## src/rtl/core/hrum_pkg.sv

```systemverilog
// Types and constants of the HID report usage matcher.
// Depends on nothing; used by the parser and the top level.
`default_nettype none

package hrum_pkg;

  typedef enum logic [1:0] {
    PH_HEADER    = 2'd0,
    PH_LONG_LEN  = 2'd1,
    PH_LONG_SKIP = 2'd2,
    PH_VALUE     = 2'd3
  } phase_t;

  typedef enum logic [1:0] {
    KIND_OTHER = 2'd0,
    KIND_PAGE  = 2'd1,
    KIND_USAGE = 2'd2
  } kind_t;

  typedef logic [1:0] verdict_t;

  localparam verdict_t VERD_NONE  = 2'd0;
  localparam verdict_t VERD_MATCH = 2'd1;
  localparam verdict_t VERD_BAD   = 2'd2;

  localparam logic [7:0]  LONG_ITEM_HDR = 8'hFE;
  localparam logic [3:0]  TAG_USAGE     = 4'd0;
  localparam logic [1:0]  TYPE_GLOBAL   = 2'd1;
  localparam logic [1:0]  TYPE_LOCAL    = 2'd2;
  localparam logic [1:0]  SIZE_CODE_4   = 2'd3;
  localparam logic [31:0] TARGET_RESET  = 32'hF1D0_0001;

  // One descriptor byte as it travels from the input register to the parser.
  typedef struct packed {
    logic [7:0] data_byte;
    logic       last_byte;
  } byte_item_t;

endpackage

`default_nettype wire

```

## src/rtl/core/hid_report_usage_matcher.sv

```systemverilog
// Top level of the HID report usage matcher: input register, parser, result register.
// Depends on hrum_pkg and hrum_parser.
//
// Use of the block:
//   The input channel (in_valid, in_stall, in_data_byte, in_last_byte) takes one
//   descriptor byte per item; in_last_byte marks the final byte of a descriptor.
//   The result channel (out_valid, out_stall, out_verdict) gives one item for each
//   descriptor, on its final byte: 0 no match, 1 target usage found, 2 malformed.
//   Bytes that are not final give no result item.
//   The configuration channel (cfg_valid, cfg_ready, cfg_target_usage) writes the
//   32-bit usage (page in the upper half, id in the lower half) to look for. It
//   is to be written by the user only while the block is idle; the block does not
//   enforce this: cfg_ready is low only while a byte sits in the input register.
//   A final byte taken into the input register passes the parser, and its verdict
//   enters the result register that drives out_verdict, unless a stalled result
//   holds it back. Throughput: one byte every cycle while in_stall is low, set by
//   the single pass of the parser between the input register and the result register.
//   A result waiting under out_stall does not block bytes that produce no
//   result; only a further final byte waits in the input register, and then
//   in_stall rises. Out_stall thus reaches in_stall through one gate.
//   Reset (rst_n low at a clock edge) empties both registers, returns the
//   parser to the start of a descriptor and loads the target usage 0xF1D00001.
`default_nettype none

module hid_report_usage_matcher (
  input  wire        clk,
  input  wire        rst_n,
  input  wire        in_valid,
  output logic       in_stall,
  input  wire  [7:0] in_data_byte,
  input  wire        in_last_byte,
  output logic       out_valid,
  input  wire        out_stall,
  output logic [1:0] out_verdict,
  input  wire        cfg_valid,
  output logic       cfg_ready,
  input  wire [31:0] cfg_target_usage
);

  // Input register: holds one byte until the parser has taken it.
  hrum_pkg::byte_item_t s1_item_r;
  logic                 s1_valid_r, s1_valid_nxt;
  logic                 s1_adv;
  logic                 in_take;

  // Result register.
  logic                 out_valid_r, out_valid_nxt;
  hrum_pkg::verdict_t   out_verdict_r;
  hrum_pkg::verdict_t   parse_verdict;

  logic [31:0]          target_r;

  // A byte moves on unless it carries a result and the result register is full
  // and stalled.
  assign s1_adv   = s1_valid_r && (!s1_item_r.last_byte || !out_valid_r || !out_stall);
  assign in_stall = s1_valid_r && !s1_adv;
  assign in_take  = in_valid && !in_stall;

  assign cfg_ready = !s1_valid_r;

  always_comb begin
    s1_valid_nxt = s1_valid_r;
    if (in_take) begin
      s1_valid_nxt = 1'b1;
    end else if (s1_adv) begin
      s1_valid_nxt = 1'b0;
    end
  end

  always_comb begin
    out_valid_nxt = out_valid_r;
    if (s1_adv && s1_item_r.last_byte) begin
      out_valid_nxt = 1'b1;
    end else if (out_valid_r && !out_stall) begin
      out_valid_nxt = 1'b0;
    end
  end

  always_ff @(posedge clk) begin
    if (!rst_n) begin
      s1_valid_r  <= 1'b0;
      out_valid_r <= 1'b0;
      target_r    <= hrum_pkg::TARGET_RESET;
    end else begin
      s1_valid_r  <= s1_valid_nxt;
      out_valid_r <= out_valid_nxt;
      if (cfg_valid && cfg_ready) begin
        target_r <= cfg_target_usage;
      end
    end
  end

  always_ff @(posedge clk) begin
    if (in_take) begin
      s1_item_r.data_byte <= in_data_byte;
      s1_item_r.last_byte <= in_last_byte;
    end
    if (s1_adv && s1_item_r.last_byte) begin
      out_verdict_r <= parse_verdict;
    end
  end

  hrum_parser u_parser (
    .clk          (clk),
    .rst_n        (rst_n),
    .step         (s1_adv),
    .item         (s1_item_r),
    .target_usage (target_r),
    .verdict      (parse_verdict)
  );

  assign out_valid   = out_valid_r;
  assign out_verdict = out_verdict_r;

endmodule

`default_nettype wire

```

## src/rtl/core/hrum_parser.sv

```systemverilog
// Item parser of the HID report usage matcher: parse state and its update.
// Depends on hrum_pkg.
`default_nettype none

module hrum_parser (
  input  wire                 clk,
  input  wire                 rst_n,
  input  wire                 step,
  input  hrum_pkg::byte_item_t item,
  input  wire [31:0]          target_usage,
  output hrum_pkg::verdict_t  verdict
);

  hrum_pkg::phase_t   phase_r, phase_nxt;
  hrum_pkg::kind_t    kind_r, kind_nxt;
  logic [8:0]         bytes_left_r, bytes_left_nxt;
  logic [31:0]        value_acc_r, value_acc_nxt;
  logic [1:0]         byte_idx_r, byte_idx_nxt;
  logic [2:0]         item_size_r, item_size_nxt;
  logic [31:0]        usage_r, usage_nxt;
  logic               decided_r, decided_nxt;
  hrum_pkg::verdict_t latched_r, latched_nxt;

  logic        fin_en;
  logic [31:0] fin_val;
  logic [31:0] usage_new;
  logic [8:0]  bytes_dec;
  logic [7:0]  b;

  assign b         = item.data_byte;
  assign bytes_dec = bytes_left_r - 9'd1;

  always_comb begin
    phase_nxt      = phase_r;
    kind_nxt       = kind_r;
    bytes_left_nxt = bytes_left_r;
    value_acc_nxt  = value_acc_r;
    byte_idx_nxt   = byte_idx_r;
    item_size_nxt  = item_size_r;
    usage_nxt      = usage_r;
    decided_nxt    = decided_r;
    latched_nxt    = latched_r;
    fin_en         = 1'b0;
    fin_val        = value_acc_r;
    usage_new      = usage_r;
    verdict        = hrum_pkg::VERD_NONE;

    if (!decided_r) begin
      unique case (phase_r)
        hrum_pkg::PH_LONG_LEN: begin
          bytes_left_nxt = {1'b0, b} + 9'd1;
          phase_nxt      = hrum_pkg::PH_LONG_SKIP;
        end
        hrum_pkg::PH_LONG_SKIP: begin
          bytes_left_nxt = bytes_dec;
          if (bytes_dec == 9'd0) begin
            phase_nxt = hrum_pkg::PH_HEADER;
          end
        end
        hrum_pkg::PH_VALUE: begin
          // Value bytes arrive little-endian into a cleared accumulator.
          value_acc_nxt[{byte_idx_r, 3'b000} +: 8] =
            value_acc_r[{byte_idx_r, 3'b000} +: 8] | b;
          byte_idx_nxt   = byte_idx_r + 2'd1;
          bytes_left_nxt = bytes_dec;
          if (bytes_dec == 9'd0) begin
            phase_nxt = hrum_pkg::PH_HEADER;
            fin_en    = 1'b1;
            fin_val   = value_acc_nxt;
          end
        end
        default: begin
          phase_nxt = hrum_pkg::PH_HEADER;
          if (b == hrum_pkg::LONG_ITEM_HDR) begin
            if (item.last_byte) begin
              decided_nxt = 1'b1;
              latched_nxt = hrum_pkg::VERD_BAD;
            end else begin
              phase_nxt = hrum_pkg::PH_LONG_LEN;
            end
          end else begin
            item_size_nxt = (b[1:0] == hrum_pkg::SIZE_CODE_4) ? 3'd4 : {1'b0, b[1:0]};
            if (b[7:4] == hrum_pkg::TAG_USAGE && b[3:2] == hrum_pkg::TYPE_GLOBAL) begin
              kind_nxt = hrum_pkg::KIND_PAGE;
            end else if (b[7:4] == hrum_pkg::TAG_USAGE && b[3:2] == hrum_pkg::TYPE_LOCAL) begin
              kind_nxt = hrum_pkg::KIND_USAGE;
            end else begin
              kind_nxt = hrum_pkg::KIND_OTHER;
            end
            if (item_size_nxt == 3'd0) begin
              fin_en  = 1'b1;
              fin_val = 32'd0;
            end else begin
              phase_nxt      = hrum_pkg::PH_VALUE;
              bytes_left_nxt = {6'd0, item_size_nxt};
              byte_idx_nxt   = 2'd0;
              value_acc_nxt  = 32'd0;
            end
          end
        end
      endcase
    end

    // Completion of a short item: page and usage updates, oversized page check, match check.
    if (fin_en) begin
      if (kind_nxt == hrum_pkg::KIND_PAGE) begin
        if (item_size_nxt > 3'd2) begin
          decided_nxt = 1'b1;
          latched_nxt = hrum_pkg::VERD_BAD;
        end else begin
          usage_nxt = {fin_val[15:0], 16'h0000};
        end
      end else if (kind_nxt == hrum_pkg::KIND_USAGE) begin
        usage_new = (item_size_nxt == 3'd4) ? fin_val : {usage_r[31:16], fin_val[15:0]};
        usage_nxt = usage_new;
        if (usage_new == target_usage) begin
          decided_nxt = 1'b1;
          latched_nxt = hrum_pkg::VERD_MATCH;
        end
      end
    end

    if (decided_nxt) begin
      verdict = latched_nxt;
    end else if (phase_nxt == hrum_pkg::PH_VALUE) begin
      verdict = hrum_pkg::VERD_BAD;
    end

    // The final byte closes the descriptor; the next byte starts afresh.
    if (item.last_byte) begin
      phase_nxt      = hrum_pkg::PH_HEADER;
      kind_nxt       = hrum_pkg::KIND_OTHER;
      bytes_left_nxt = 9'd0;
      value_acc_nxt  = 32'd0;
      byte_idx_nxt   = 2'd0;
      item_size_nxt  = 3'd0;
      usage_nxt      = 32'd0;
      decided_nxt    = 1'b0;
      latched_nxt    = hrum_pkg::VERD_NONE;
    end
  end

  always_ff @(posedge clk) begin
    if (!rst_n) begin
      phase_r      <= hrum_pkg::PH_HEADER;
      kind_r       <= hrum_pkg::KIND_OTHER;
      bytes_left_r <= 9'd0;
      value_acc_r  <= 32'd0;
      byte_idx_r   <= 2'd0;
      item_size_r  <= 3'd0;
      usage_r      <= 32'd0;
      decided_r    <= 1'b0;
      latched_r    <= hrum_pkg::VERD_NONE;
    end else if (step) begin
      phase_r      <= phase_nxt;
      kind_r       <= kind_nxt;
      bytes_left_r <= bytes_left_nxt;
      value_acc_r  <= value_acc_nxt;
      byte_idx_r   <= byte_idx_nxt;
      item_size_r  <= item_size_nxt;
      usage_r      <= usage_nxt;
      decided_r    <= decided_nxt;
      latched_r    <= latched_nxt;
    end
  end

endmodule

`default_nettype wire

```

## config.mk

```make
export PLATFORM = sky130hd
export DESIGN_NAME = hid_report_usage_matcher
export DESIGN_NICKNAME = d
export VERILOG_FILES = /design/src/rtl/core/hrum_pkg.sv /design/src/rtl/core/hid_report_usage_matcher.sv /design/src/rtl/core/hrum_parser.sv
export SDC_FILE = /design/constraint.sdc
export NUM_CORES = 1
export LEC_CHECK = 0
export BUFFER_PORTS_ARGS = -buffer_cell sky130_fd_sc_hd__buf_2
export CORE_MARGIN = 1
export CORE_UTILIZATION = 55
export DETAILED_ROUTE_END_ITERATION = 8
export HOLD_SLACK_MARGIN = 0.1
export PLACE_DENSITY = 0.73
export SYNTH_ARGS = -nofsm -noshare
export SYNTH_HDL_FRONTEND = slang
export SYNTH_SLANG_ARGS = --single-unit
```

## constraint.sdc

```tcl
create_clock -name clk -period 8.1 [get_ports clk]
set_clock_uncertainty 0.15 [all_clocks]
set_input_delay 0.405 -clock clk [delete_from_list [all_inputs] [get_ports clk]]
set_output_delay 0.405 -clock clk [all_outputs]
set_load 0.05 [all_outputs]
```

==> results.toml, run 1 <==
[yosys]
post_synth_instance_area_sq_um = 8310
ys_dominant_reg_cell = "sky130_fd_sc_hd__dfxtp_1"
synth_enable_flop_cells = 11
post_synth_mux_area_share_pct = 3.33
postSynth.asyncResetShare_pct = 0
synth.net_count = 1122
synthDominantAreaCellType = "sky130_fd_sc_hd__dfxtp_1"
synth.lib_cells_used.distinct = 92
synth.yosys.seq_area_share_pct = 28.8
syn_area_per_cell_sq_um = 7.83
synth.area.top_cells = "sky130_fd_sc_hd__dfxtp_1, sky130_fd_sc_hd__nand2_1, sky130_fd_sc_hd__nor2b_1"
synth_fa_ha_area_share_pct = 2.26
synth_simple_gate_area_share_pct = 25.7
synth_top_area_share_pct = 24.8
cell_count_after_synthesis = 1061
synth-compound-area-share_pct = 31.3
synth_top_family_by_area = "compound AO/OA/AOI/OAI gates"
ys.warnings.count = 0
yosys_register_bits = 114
synth_xor_area_share_pct = 2.30

[cts]
cts_sinks = 114
postCtsHoldBufs = 36
numCtsBuffers = 17
post_cts_resized = 0
clock_tree_from_tritoncts = "done"
clkSlewWorstSetupHoldPaths_ps = 60
postCtsSetupBuffers = 0
htree_levels = 4
worstSkewPairLatency_ps = 430
clock-root-buffer = "sky130_fd_sc_hd__clkbuf_16"
clock_tree.buffer_depth = 2

[timing]
hold_violations = 0
setup_viol = 0
slew_violations = 0
post-route-worst-setup-slack_ps = 2740
setup_total_negative_slack_ps = 0
rsz0062_at_grt = "false"
timing.slew.headroom_pct = 25.6
timing_worst_slew_pin_value_ps = 1110
final.min_clock_period_ps = 5360
min_period_over_period_pct = 66.1
max_freq_mhz = 187

[finish]
most-common-layout-cells = "sky130_fd_sc_hd__nand2_1, sky130_fd_sc_hd__dfxtp_1, sky130_fd_sc_hd__nor2b_1"
antennaDiodeCount = 0
nNetsFinal = 1167
fraction_of_layout_cells_with_a_size_suffix_above_1_pct = 11.9
filler_cell_count = 1271
mostFrequentLayoutCell = "sky130_fd_sc_hd__nand2_1"
layout-area-overhead-vs-synth_pct = 15.3
final_design_area_no_fill_sq_um = 9580

[critical_path]
end_kind = "flop"
critPathLaunchType = "flop"
worstPathRequired_ps = 8270
timing.setup.critical_path_class = "reg -> reg"
maximum_fanout_count_along_the_critical_path = 24
arrival_ps = 5520

[global_route]
number_of_antenna_violations_at_the_first_check_in_global_routing = 0
grt.total_usage_pct = 44.6
globalRoute.totalOverflow = 0
global_route_wire_length_before_repair_microns = 52400
grt_pass1_vias = 8678
grt_start_max_net_pins = 105

[detailed_routing]
remaining_drc_errors = 2
final_antenna_net_count = 0
post_drt_wl_per_cell_microns = 26.4
first_iter_violations = 1222
detail_route.wirelength_microns = 34400
number_of_vias_in_the_routed_layout = 9295
drtPass1Iterations = 8
post_drt_via_cell_ratio = 7.14

[placement]
postPlaceCellArea_sq_um = 8600
detailed_place_hpwl_microns = 24400
detailedPlace.worstSlack_ps = 3010
placement.io_buffers = 50
gp_congestion = 1.05

[power]
max-vdd-ir-drop_mv = 0.205
power_leakage_nw = 3.35
cellPowerDensity_nw_per_um2 = 169
total_design_power_mw = 1.61

[die]
top_level_ports = 51
initial_core_utilization_pct = 56.7
die_w_microns = 125
core_area_sq_um = 14600
die-area_sq_um = 15600
std_cell_rows = 44
die_height_microns = 125

[status]
violations = "DRC"
status = "finished, violations left"

[min_path]
timing.hold.worst.class = "in -> reg"

[run]
max-cap-violations = 0
## power breakdown
group / switching [mW] / internal (mW) / leakage [nW]
clock: 0.280 / 0.511 / 0.302
sequential: 0.0258 / 0.585 / 0.941
combinational: 0.133 / 0.0790 / 2.11
## state kept, by name, indices dropped and copies added (netlist names)
name                   cells
u_parser.usage_r          16
s1_valid_r                 1
u_parser.decided_r         1
out_valid                  1
u_parser.item_size_r       3
s1_item_r                  9
u_parser.byte_idx_r        2
u_parser.bytes_left_r      9
u_parser.phase_r           2
out_verdict                2
target_r                  32
u_parser.latched_r         2
u_parser.value_acc_r      32
u_parser.kind_r            2
## critical path, stage by stage (launching register included)
cell and delay (ps):
sky130_fd_sc_hd__dfxtp_1 400, sky130_fd_sc_hd__inv_1 100, sky130_fd_sc_hd__ha_1 460, sky130_fd_sc_hd__nor2b_1 270, sky130_fd_sc_hd__a311oi_2 810, sky130_fd_sc_hd__o311ai_1 260, sky130_fd_sc_hd__or3_1 780, sky130_fd_sc_hd__and2_1 580
sky130_fd_sc_hd__o21ai_0 330, sky130_fd_sc_hd__o311ai_0 270, sky130_fd_sc_hd__nor4_2 250, sky130_fd_sc_hd__nand4_1 270, sky130_fd_sc_hd__o2111a_1 320
## Yosys cell counts (5+ instances only)
master and count:
sky130_fd_sc_hd__or3_1 5, sky130_fd_sc_hd__mux4_2 6, sky130_fd_sc_hd__a32oi_1 14, sky130_fd_sc_hd__a211o_1 6, sky130_fd_sc_hd__clkbuf_1 59, sky130_fd_sc_hd__a211oi_1 11
sky130_fd_sc_hd__a222oi_1 5, sky130_fd_sc_hd__a31oi_1 13, sky130_fd_sc_hd__a21o_1 12, sky130_fd_sc_hd__a221o_1 5, sky130_fd_sc_hd__nor3_1 21, sky130_fd_sc_hd__o2bb2ai_1 6
sky130_fd_sc_hd__mux2i_1 13, sky130_fd_sc_hd__nand3_1 37, sky130_fd_sc_hd__buf_2 7, sky130_fd_sc_hd__dfxtp_1 103, sky130_fd_sc_hd__o211ai_1 16, sky130_fd_sc_hd__a21oi_1 46
sky130_fd_sc_hd__ha_1 15, sky130_fd_sc_hd__xor2_1 9, sky130_fd_sc_hd__nor4_1 7, sky130_fd_sc_hd__nand2_1 124, sky130_fd_sc_hd__edfxtp_1 11, sky130_fd_sc_hd__o22ai_1 26
sky130_fd_sc_hd__inv_1 54, sky130_fd_sc_hd__and2_1 6, sky130_fd_sc_hd__o21ai_0 41, sky130_fd_sc_hd__nor2b_1 71, sky130_fd_sc_hd__nand4_1 21, sky130_fd_sc_hd__nand2b_1 5
sky130_fd_sc_hd__xnor2_1 11, sky130_fd_sc_hd__a22oi_1 50, sky130_fd_sc_hd__a221oi_1 6, sky130_fd_sc_hd__nor2_1 56, sky130_fd_sc_hd__a21boi_0 36, sky130_fd_sc_hd__o21a_1 8
## worst paths after layout
kind                                            from                    end  slack, ps  cells after the start
worst max-delay path             u_parser.phase_r[0]  u_parser.latched_r[1]       2740                     12
worst min-delay path            cfg_target_usage[19]           target_r[19]        100                      3
worst max register to register   u_parser.phase_r[0]  u_parser.latched_r[1]       2740                     12
worst min register to register  u_parser.usage_r[28]   u_parser.usage_r[28]        320                      2
## final cells by class
cell class,instances,area (sq um),share of cell area [%]
Sequential cell,114,2390,25.0
Clock buffer,23,520,5.44
Tap cell,184,230,2.40
Multi-Input combinational cell,817,5410,56.5
Timing Repair Buffer,101,723,7.55
Clock inverter,8,96.3,1.01
Inverter,55,206,2.16
## routing by layer
metal  global-route usage (%)  vias up  share of wire, %
li1                         -     4065                 -
met1                     54.0     4369                37
met2                     69.9      675                45
met3                     13.1      186                11
met4                     26.9        0               6.7
met5                        0        -                 0
## logic make-up (layout without fill, tap and decap cells)
logic type,count (synthesis),after routing
simple gates,400,400
compound gates,361,361
buf+inv,130,187
flops,114,114
xor+xnor,21,21
mux,20,20
fa+ha+maj,15,15
## metrics by stage
step                      utilization, %  std cells  hold slack (ps)
after CTS                           65.4       1302              100
final                               65.4       1302             99.0
after global placement              58.7       1235              306
after global routing                65.4       1302              110
after detailed placement            58.7       1235              317
after floorplan                        -       1061              293
(Power assumes the default switching activity.)
==> run 2, diff against run 1 <==
--- a/config.mk
+++ b/config.mk
@@ -5,12 +5,13 @@
 export SDC_FILE = /design/constraint.sdc
 export NUM_CORES = 1
 export LEC_CHECK = 0
+export ABC_AREA = 1
 export BUFFER_PORTS_ARGS = -buffer_cell sky130_fd_sc_hd__buf_2
 export CORE_MARGIN = 1
 export CORE_UTILIZATION = 55
 export DETAILED_ROUTE_END_ITERATION = 8
 export HOLD_SLACK_MARGIN = 0.1
-export PLACE_DENSITY = 0.73
+export PLACE_DENSITY = 0.76
 export SYNTH_ARGS = -nofsm -noshare
 export SYNTH_HDL_FRONTEND = slang
 export SYNTH_SLANG_ARGS = --single-unit
==> constraint.sdc (replaced) <==
create_clock -name clk -period 4.62 [get_ports clk]
set_clock_uncertainty 0.15 [all_clocks]
set_input_delay 0.231 -clock clk [delete_from_list [all_inputs] [get_ports clk]]
set_output_delay 0.231 -clock clk [all_outputs]
set_load 0.05 [all_outputs]
==> run 2 against run 1 <==
The flow now finishes without violations. Register-to-register slack worse by 2200 ps. Routed wire length is 24% lower. First-iteration DRC count is 3.5% lower. Non-clock buffer count is 6 higher. Total power is 78% higher. Sequential share of layout area is 0.63 points higher. Combinational power is 140% higher. Synthesized cell count is 28% higher. Maximum frequency is 33% higher. Highest routed layer unchanged.
==> results.toml, run 2 <==
[status]
status = "finished, final reports clean"

[detailed_routing]
remaining_drc_errors = 0
final_antenna_net_count = 0
post_drt_wl_per_cell_microns = 16.1
post_drt_via_cell_ratio = 5.75
first_iter_violations = 1179
number_of_vias_in_the_routed_layout = 9294
detail_route.wirelength_microns = 26100
drtPass1Iterations = 7

[timing]
min_period_over_period_pct = 87.2
rsz0062_at_grt = "false"
setup_viol = 0
timing_worst_slew_pin_value_ps = 990
post-route-worst-setup-slack_ps = 593
setup_total_negative_slack_ps = 0
final.min_clock_period_ps = 4030
slew_violations = 0
timing.slew.headroom_pct = 34.0
max_freq_mhz = 248
hold_violations = 0

[finish]
mostFrequentLayoutCell = "sky130_fd_sc_hd__nand2_1"
layout-area-overhead-vs-synth_pct = 15.7
nNetsFinal = 1485
antennaDiodeCount = 0
most-common-layout-cells = "sky130_fd_sc_hd__nand2_1, sky130_fd_sc_hd__inv_1, sky130_fd_sc_hd__a21oi_1"
fraction_of_layout_cells_with_a_size_suffix_above_1_pct = 10.4
largestRegisters = "target_r x32, u_parser.value_acc_r x32, u_parser.usage_r x16"

[critical_path]
r2r_slack_ps = 590
rr_endpoint = "out_verdict[1]"
r2r_cells = 22
end_kind = "flop"
rr_startpoint = "u_parser.byte_idx_r[0]"
worst_setup_path_endpoint = "out_verdict[1]"
critPathLaunchType = "flop"
timing.setup.critical_path_class = "reg -> reg"
critPathLaunch = "u_parser.byte_idx_r[0]"
maximum_fanout_count_along_the_critical_path = 21
worstPathRequired_ps = 4660
arrival_ps = 4060

[yosys]
list_of_most_frequent_post_synthesis_cells = "sky130_fd_sc_hd__nand2_1, sky130_fd_sc_hd__inv_1, sky130_fd_sc_hd__a21oi_1"
synth.area.top_cells = "sky130_fd_sc_hd__nand2_1, sky130_fd_sc_hd__dfxtp_1, sky130_fd_sc_hd__a21oi_1"
synth_top_area_share_pct = 26.1
postSynth.asyncResetShare_pct = 0
synth.net_count = 1424
synth.lib_cells_used.distinct = 47
synth_enable_flop_cells = 11
post_synth_instance_area_sq_um = 8080
ys_dominant_reg_cell = "sky130_fd_sc_hd__dfxtp_1"
syn_area_per_cell_sq_um = 5.92
synthMostInstantiatedCell = "sky130_fd_sc_hd__nand2_1"
synth.yosys.seq_area_share_pct = 29.6
yosys_register_bits = 114
cell_count_after_synthesis = 1363
ys.warnings.count = 0
synthDominantAreaCellType = "sky130_fd_sc_hd__nand2_1"

[placement]
placement.io_buffers = 50
detailed_place_hpwl_microns = 17700
detailedPlace.worstSlack_ps = 813
gp_congestion = 0.954

[cts]
cts_sinks = 114
postCtsSetupBuffers = 0
worstSkewPairLatency_ps = 430
clock_tree_from_tritoncts = "done"
clkSlewWorstSetupHoldPaths_ps = 60
clock_tree.buffer_depth = 2
htree_levels = 4
clock-root-buffer = "sky130_fd_sc_hd__clkbuf_16"
numCtsBuffers = 17

[die]
top_level_ports = 51
die_height_microns = 123
die_w_microns = 123
die-area_sq_um = 15200
std_cell_rows = 43
core_area_sq_um = 14100
initial_core_utilization_pct = 57.3

[min_path]
timing.hold.worst.class = "in -> reg"
holdCritStartpoint = "rst_n"

[global_route]
grt_start_max_net_pins = 46
grt_pass1_vias = 8206
global_route_wire_length_before_repair_microns = 40700
grt.total_usage_pct = 35.1
number_of_antenna_violations_at_the_first_check_in_global_routing = 0
globalRoute.totalOverflow = 0

[run]
max-cap-violations = 0

[power]
power_leakage_nw = 4.32
max-vdd-ir-drop_mv = 0.296
total_design_power_mw = 2.87
cellPowerDensity_nw_per_um2 = 307
[run 2: changes by cell type in the layout (fill, tap and decap cells not counted), sizes merged, moves of 16 or more]
cell | previous run | this run
o22ai | 26 | 4
a21boi | 36 | 0
a21oi | 46 | 115
nor2b | 71 | 0
a22oi | 51 | 2
nand3 | 38 | 100
inv | 55 | 146
nand2 | 125 | 571
nor2 | 56 | 86
nor3 | 24 | 8
[run 2: stage by stage]
stage                     instance area (sq um)  utilization (%)  hold WS (ps)  instances
final                                      9340             66.3           169       1617
after global routing                       9340             66.3           182       1617
after CTS                                  9340             66.3           155       1617
after detailed placement                   8340             59.2           260       1542
after global placement                     8340             59.2           257       1542
after floorplan                            8080                -           180       1363
[run 2: cells by family after synthesis]
| family | synth area share, % |
|---|---|
| buffers and inverters | 10.8 |
| xor gates and xnor gates | 0.108 |
| DFF | 29.6 |
| AOI/OAI and AO/OA | 14.3 |
| and+or+nand+nor | 42.9 |
| adders and majority gates | 2.32 |
[run 2: cell type report]
cell class,count,area [sq um]
multi-input combinational,1038,4820
inverter,146,548
timing repair buffer,107,786
tap,180,225
sequential,114,2390
fill,1300,4750
clock buffer,18,429
clock inverter,14,140
[run 2: metal layers]
metal	global-route usage, %	vias up	wire length, microns
met5	0	-	0
met4	17.2	0	1000
met3	5.81	92	1970
met2	57.1	448	12300
met1	44.9	4263	10800
li1	-	4491	-
[run 2: power breakdown]
part,total [mW],switching [mW],internal (mW),leakage [nW]
sequential,1.06,0.0267,1.03,0.945
combinational,0.519,0.350,0.169,3.11
clock,1.29,0.502,0.787,0.266
[run 2: repair_timing]
action,in CTS,in global routing
hold buffers,43,0
hold endpoints to repair,43,0
gates resized for setup,0,0
[run 2: worst min-delay path by stage]
stage / endpoint / cells past startpoint
5_1_grt: target_r[24] / 2
6_report: target_r[0] / 2
3_5_place_dp: s1_item_r[4] / 1
2_1_floorplan: s1_item_r[0] / 0
4_1_cts: target_r[0] / 2
3_3_place_gp: s1_item_r[2] / 1
[run 2: critical path: stages (launching register included)]
cell	delay (ps)
sky130_fd_sc_hd__dfxtp_1	590
sky130_fd_sc_hd__inv_2	280
sky130_fd_sc_hd__ha_1	450
sky130_fd_sc_hd__nor2_1	500
sky130_fd_sc_hd__nand4_1	200
sky130_fd_sc_hd__nand2_1	120
sky130_fd_sc_hd__inv_1	40
sky130_fd_sc_hd__nand2_1	60
sky130_fd_sc_hd__nand3_1	80
sky130_fd_sc_hd__nand2_1	90
sky130_fd_sc_hd__nand2_1	60
sky130_fd_sc_hd__nand2_1	120
sky130_fd_sc_hd__nand3_1	90
sky130_fd_sc_hd__nand2_1	70
sky130_fd_sc_hd__nand3_1	100
sky130_fd_sc_hd__nor2_1	130
sky130_fd_sc_hd__nand2_1	70
sky130_fd_sc_hd__nor2_2	180
sky130_fd_sc_hd__nand2_1	100
sky130_fd_sc_hd__nand2_2	90
sky130_fd_sc_hd__nand2_1	80
sky130_fd_sc_hd__nand3_1	80
sky130_fd_sc_hd__nand2_1	50
==> run 3, diff against run 2 <==
--- a/config.mk
+++ b/config.mk
@@ -7,11 +7,13 @@
 export LEC_CHECK = 0
 export ABC_AREA = 1
 export BUFFER_PORTS_ARGS = -buffer_cell sky130_fd_sc_hd__buf_2
+export CELL_PAD_IN_SITES_DETAIL_PLACEMENT = 0
+export CELL_PAD_IN_SITES_GLOBAL_PLACEMENT = 1
 export CORE_MARGIN = 1
-export CORE_UTILIZATION = 55
+export CORE_UTILIZATION = 43
 export DETAILED_ROUTE_END_ITERATION = 8
 export HOLD_SLACK_MARGIN = 0.1
-export PLACE_DENSITY = 0.76
+export PLACE_DENSITY_LB_ADDON = 0.1
 export SYNTH_ARGS = -nofsm -noshare
 export SYNTH_HDL_FRONTEND = slang
 export SYNTH_SLANG_ARGS = --single-unit
==> constraint.sdc (replaced) <==
create_clock -name clk -period 3.75 [get_ports clk]
set_clock_uncertainty 0.15 [all_clocks]
set_input_delay 0.1875 -clock clk [delete_from_list [all_inputs] [get_ports clk]]
set_output_delay 0.1875 -clock clk [all_outputs]
set_load 0.05 [all_outputs]
==> run 3 against run 2 <==
Die area increased by 27%. Global-route usage is 5.4 points lower. Clock power is 33% higher. The run now ends with DRC left. Sequential cell count stayed put. Combinational power up 30%. Utilization shrank 13 points. Count of clock-buffer cells in the layout up 1. Non-clock buffer count is 25 higher. Cell count grew 4.6%.
==> results.toml, run 3 (same netlist as run 2, synthesis figures left out) <==
[status]
status = "finished, violations left"
violations = "DRC"

[critical_path]
worst_path_dominant_cell_family = "simple AND/OR/NAND/NOR gates"
largest_incremental_delay_on_the_critical_path_ps = 340
crit_path_buf_inv_count = 3
critPathMostFrequentCell = "sky130_fd_sc_hd__nand2_1"
arrival_ps = 3450
maximum_fanout_count_along_the_critical_path = 20
critPathLaunchType = "flop"
end_kind = "flop"
timing.critical_path.slowest_stage_cell = "sky130_fd_sc_hd__dfxtp_1"
worstPathRequired_ps = 3780
timing.setup.critical_path_class = "reg -> reg"

[power]
p_seq_share_pct = 35.2
p_comb_share_pct = 18.3
max-vdd-ir-drop_mv = 0.317
share_clk_of_total_power_pct = 46.6
power_leakage_nw = 4.49
power.internal_mw = 2.58
cellPowerDensity_nw_per_um2 = 381
switching_share_pct = 29.9
netSwitchingPower_mw = 1.10

[cts]
cts_sinks = 114
htree_levels = 4
clock_tree.buffer_depth = 2
clkSlewWorstSetupHoldPaths_ps = 60
worstSkewPairLatency_ps = 440
numCtsBuffers = 17
postCtsSetupBuffers = 0
clock-root-buffer = "sky130_fd_sc_hd__clkbuf_16"
clock_tree_from_tritoncts = "done"

[detailed_routing]
remaining_drc_errors = 1
first_iter_violations = 596
post_drt_wl_per_cell_microns = 16.4
post_drt_via_cell_ratio = 5.28
number_of_vias_in_the_routed_layout = 8935
final_antenna_net_count = 0
detail_route.wirelength_microns = 27700
drtPass1Iterations = 9

[placement]
detailed_place_hpwl_microns = 19700
gp_congestion = 0.888
placement.io_buffers = 50

[timing]
hold_violations = 0
setup_viol = 0
timing.slew.headroom_pct = 51.0
max_freq_mhz = 293
setup_total_negative_slack_ps = 0
slew_violations = 0
min_period_over_period_pct = 91.0
rsz0062_at_grt = "false"
final.min_clock_period_ps = 3410
timing_worst_slew_pin_value_ps = 733

[finish]
nNetsFinal = 1510
largestRegisters = "target_r x32, u_parser.value_acc_r x32, u_parser.usage_r x16"
final_util_pct = 53.2
most-common-layout-cells = "sky130_fd_sc_hd__nand2_1, sky130_fd_sc_hd__inv_1, sky130_fd_sc_hd__a21oi_1"
fraction_of_layout_cells_with_a_size_suffix_above_1_pct = 12.1
mostFrequentLayoutCell = "sky130_fd_sc_hd__nand2_1"
layout-area-overhead-vs-synth_pct = 20.0
antennaDiodeCount = 0

[die]
std_cell_rows = 49
die_w_microns = 139
top_level_ports = 51
die-area_sq_um = 19300
die_height_microns = 139
core_area_sq_um = 18200
initial_core_utilization_pct = 44.3

[run]
max-cap-violations = 0

[global_route]
number_of_antenna_violations_at_the_first_check_in_global_routing = 0
global_route_wire_length_before_repair_microns = 44900
globalRoute.totalOverflow = 0
grt.total_usage_pct = 29.7
grt_pass1_vias = 8455
grt_start_max_net_pins = 45

[min_path]
timing.hold.worst.class = "in -> reg"
[run 3: routing by layer]
layer	wire [microns]	GRT usage [%]
met1	12300	37.2
met2	13200	50.8
met3	1310	4.97
met4	931	11.4
met5	0	0
[run 3: power groups by stage]
stage	Combinational (mW)	Clock (mW)	Sequential (mW)
floorplan	0.426	0	1.32
global placement	0.633	0	1.32
detailed placement	0.632	0	1.32
CTS	0.670	1.74	1.30
global route	0.749	1.79	1.30
finish	0.674	1.72	1.30
[run 3: per-stage QoR]
step | setup slack, ps | power, mW | hold WS (ps) | cells | cell area, sq um
3_5_place_dp | 276 | 1.96 | 216 | 1615 | 8620
5_1_grt | 7.97 | 3.84 | 175 | 1691 | 9690
4_1_cts | 250 | 3.71 | 127 | 1691 | 9670
6_report | 339 | 3.69 | 138 | 1691 | 9690
3_3_place_gp | 320 | 1.96 | 214 | 1615 | 8620
2_1_floorplan | 638 | 1.75 | 136 | 1363 | 8080
[run 3: path summary, 6_finish.rpt]
| check | startpoint | slack (ps) | endpoint | depth (start not counted) |
|---|---|---|---|---|
| hold reg to reg | u_parser.usage_r[16] | 310 | u_parser.usage_r[16] | 2 |
| setup reg to reg | u_parser.bytes_left_r[0] | 340 | out_verdict[1] | 26 |
| hold / removal | rst_n | 140 | target_r[24] | 2 |
| setup / recovery | u_parser.bytes_left_r[0] | 340 | out_verdict[1] | 26 |
[run 3: what timing repair did]
item | CTS | global route
endpoints found under the hold margin | 43 | 0
hold buffers | 44 | 0
resized for setup | 0 | 6
setup endpoints to repair | 0 | 2
[run 3: area by class of cell]
class	instances	area [sq um]
multi-input combinational	1038	4830
timing repair buffer	132	1020
tap	229	287
clock buffer	19	454
sequential	114	2390
fill	1871	8520
inverter	146	548
clock inverter	13	156
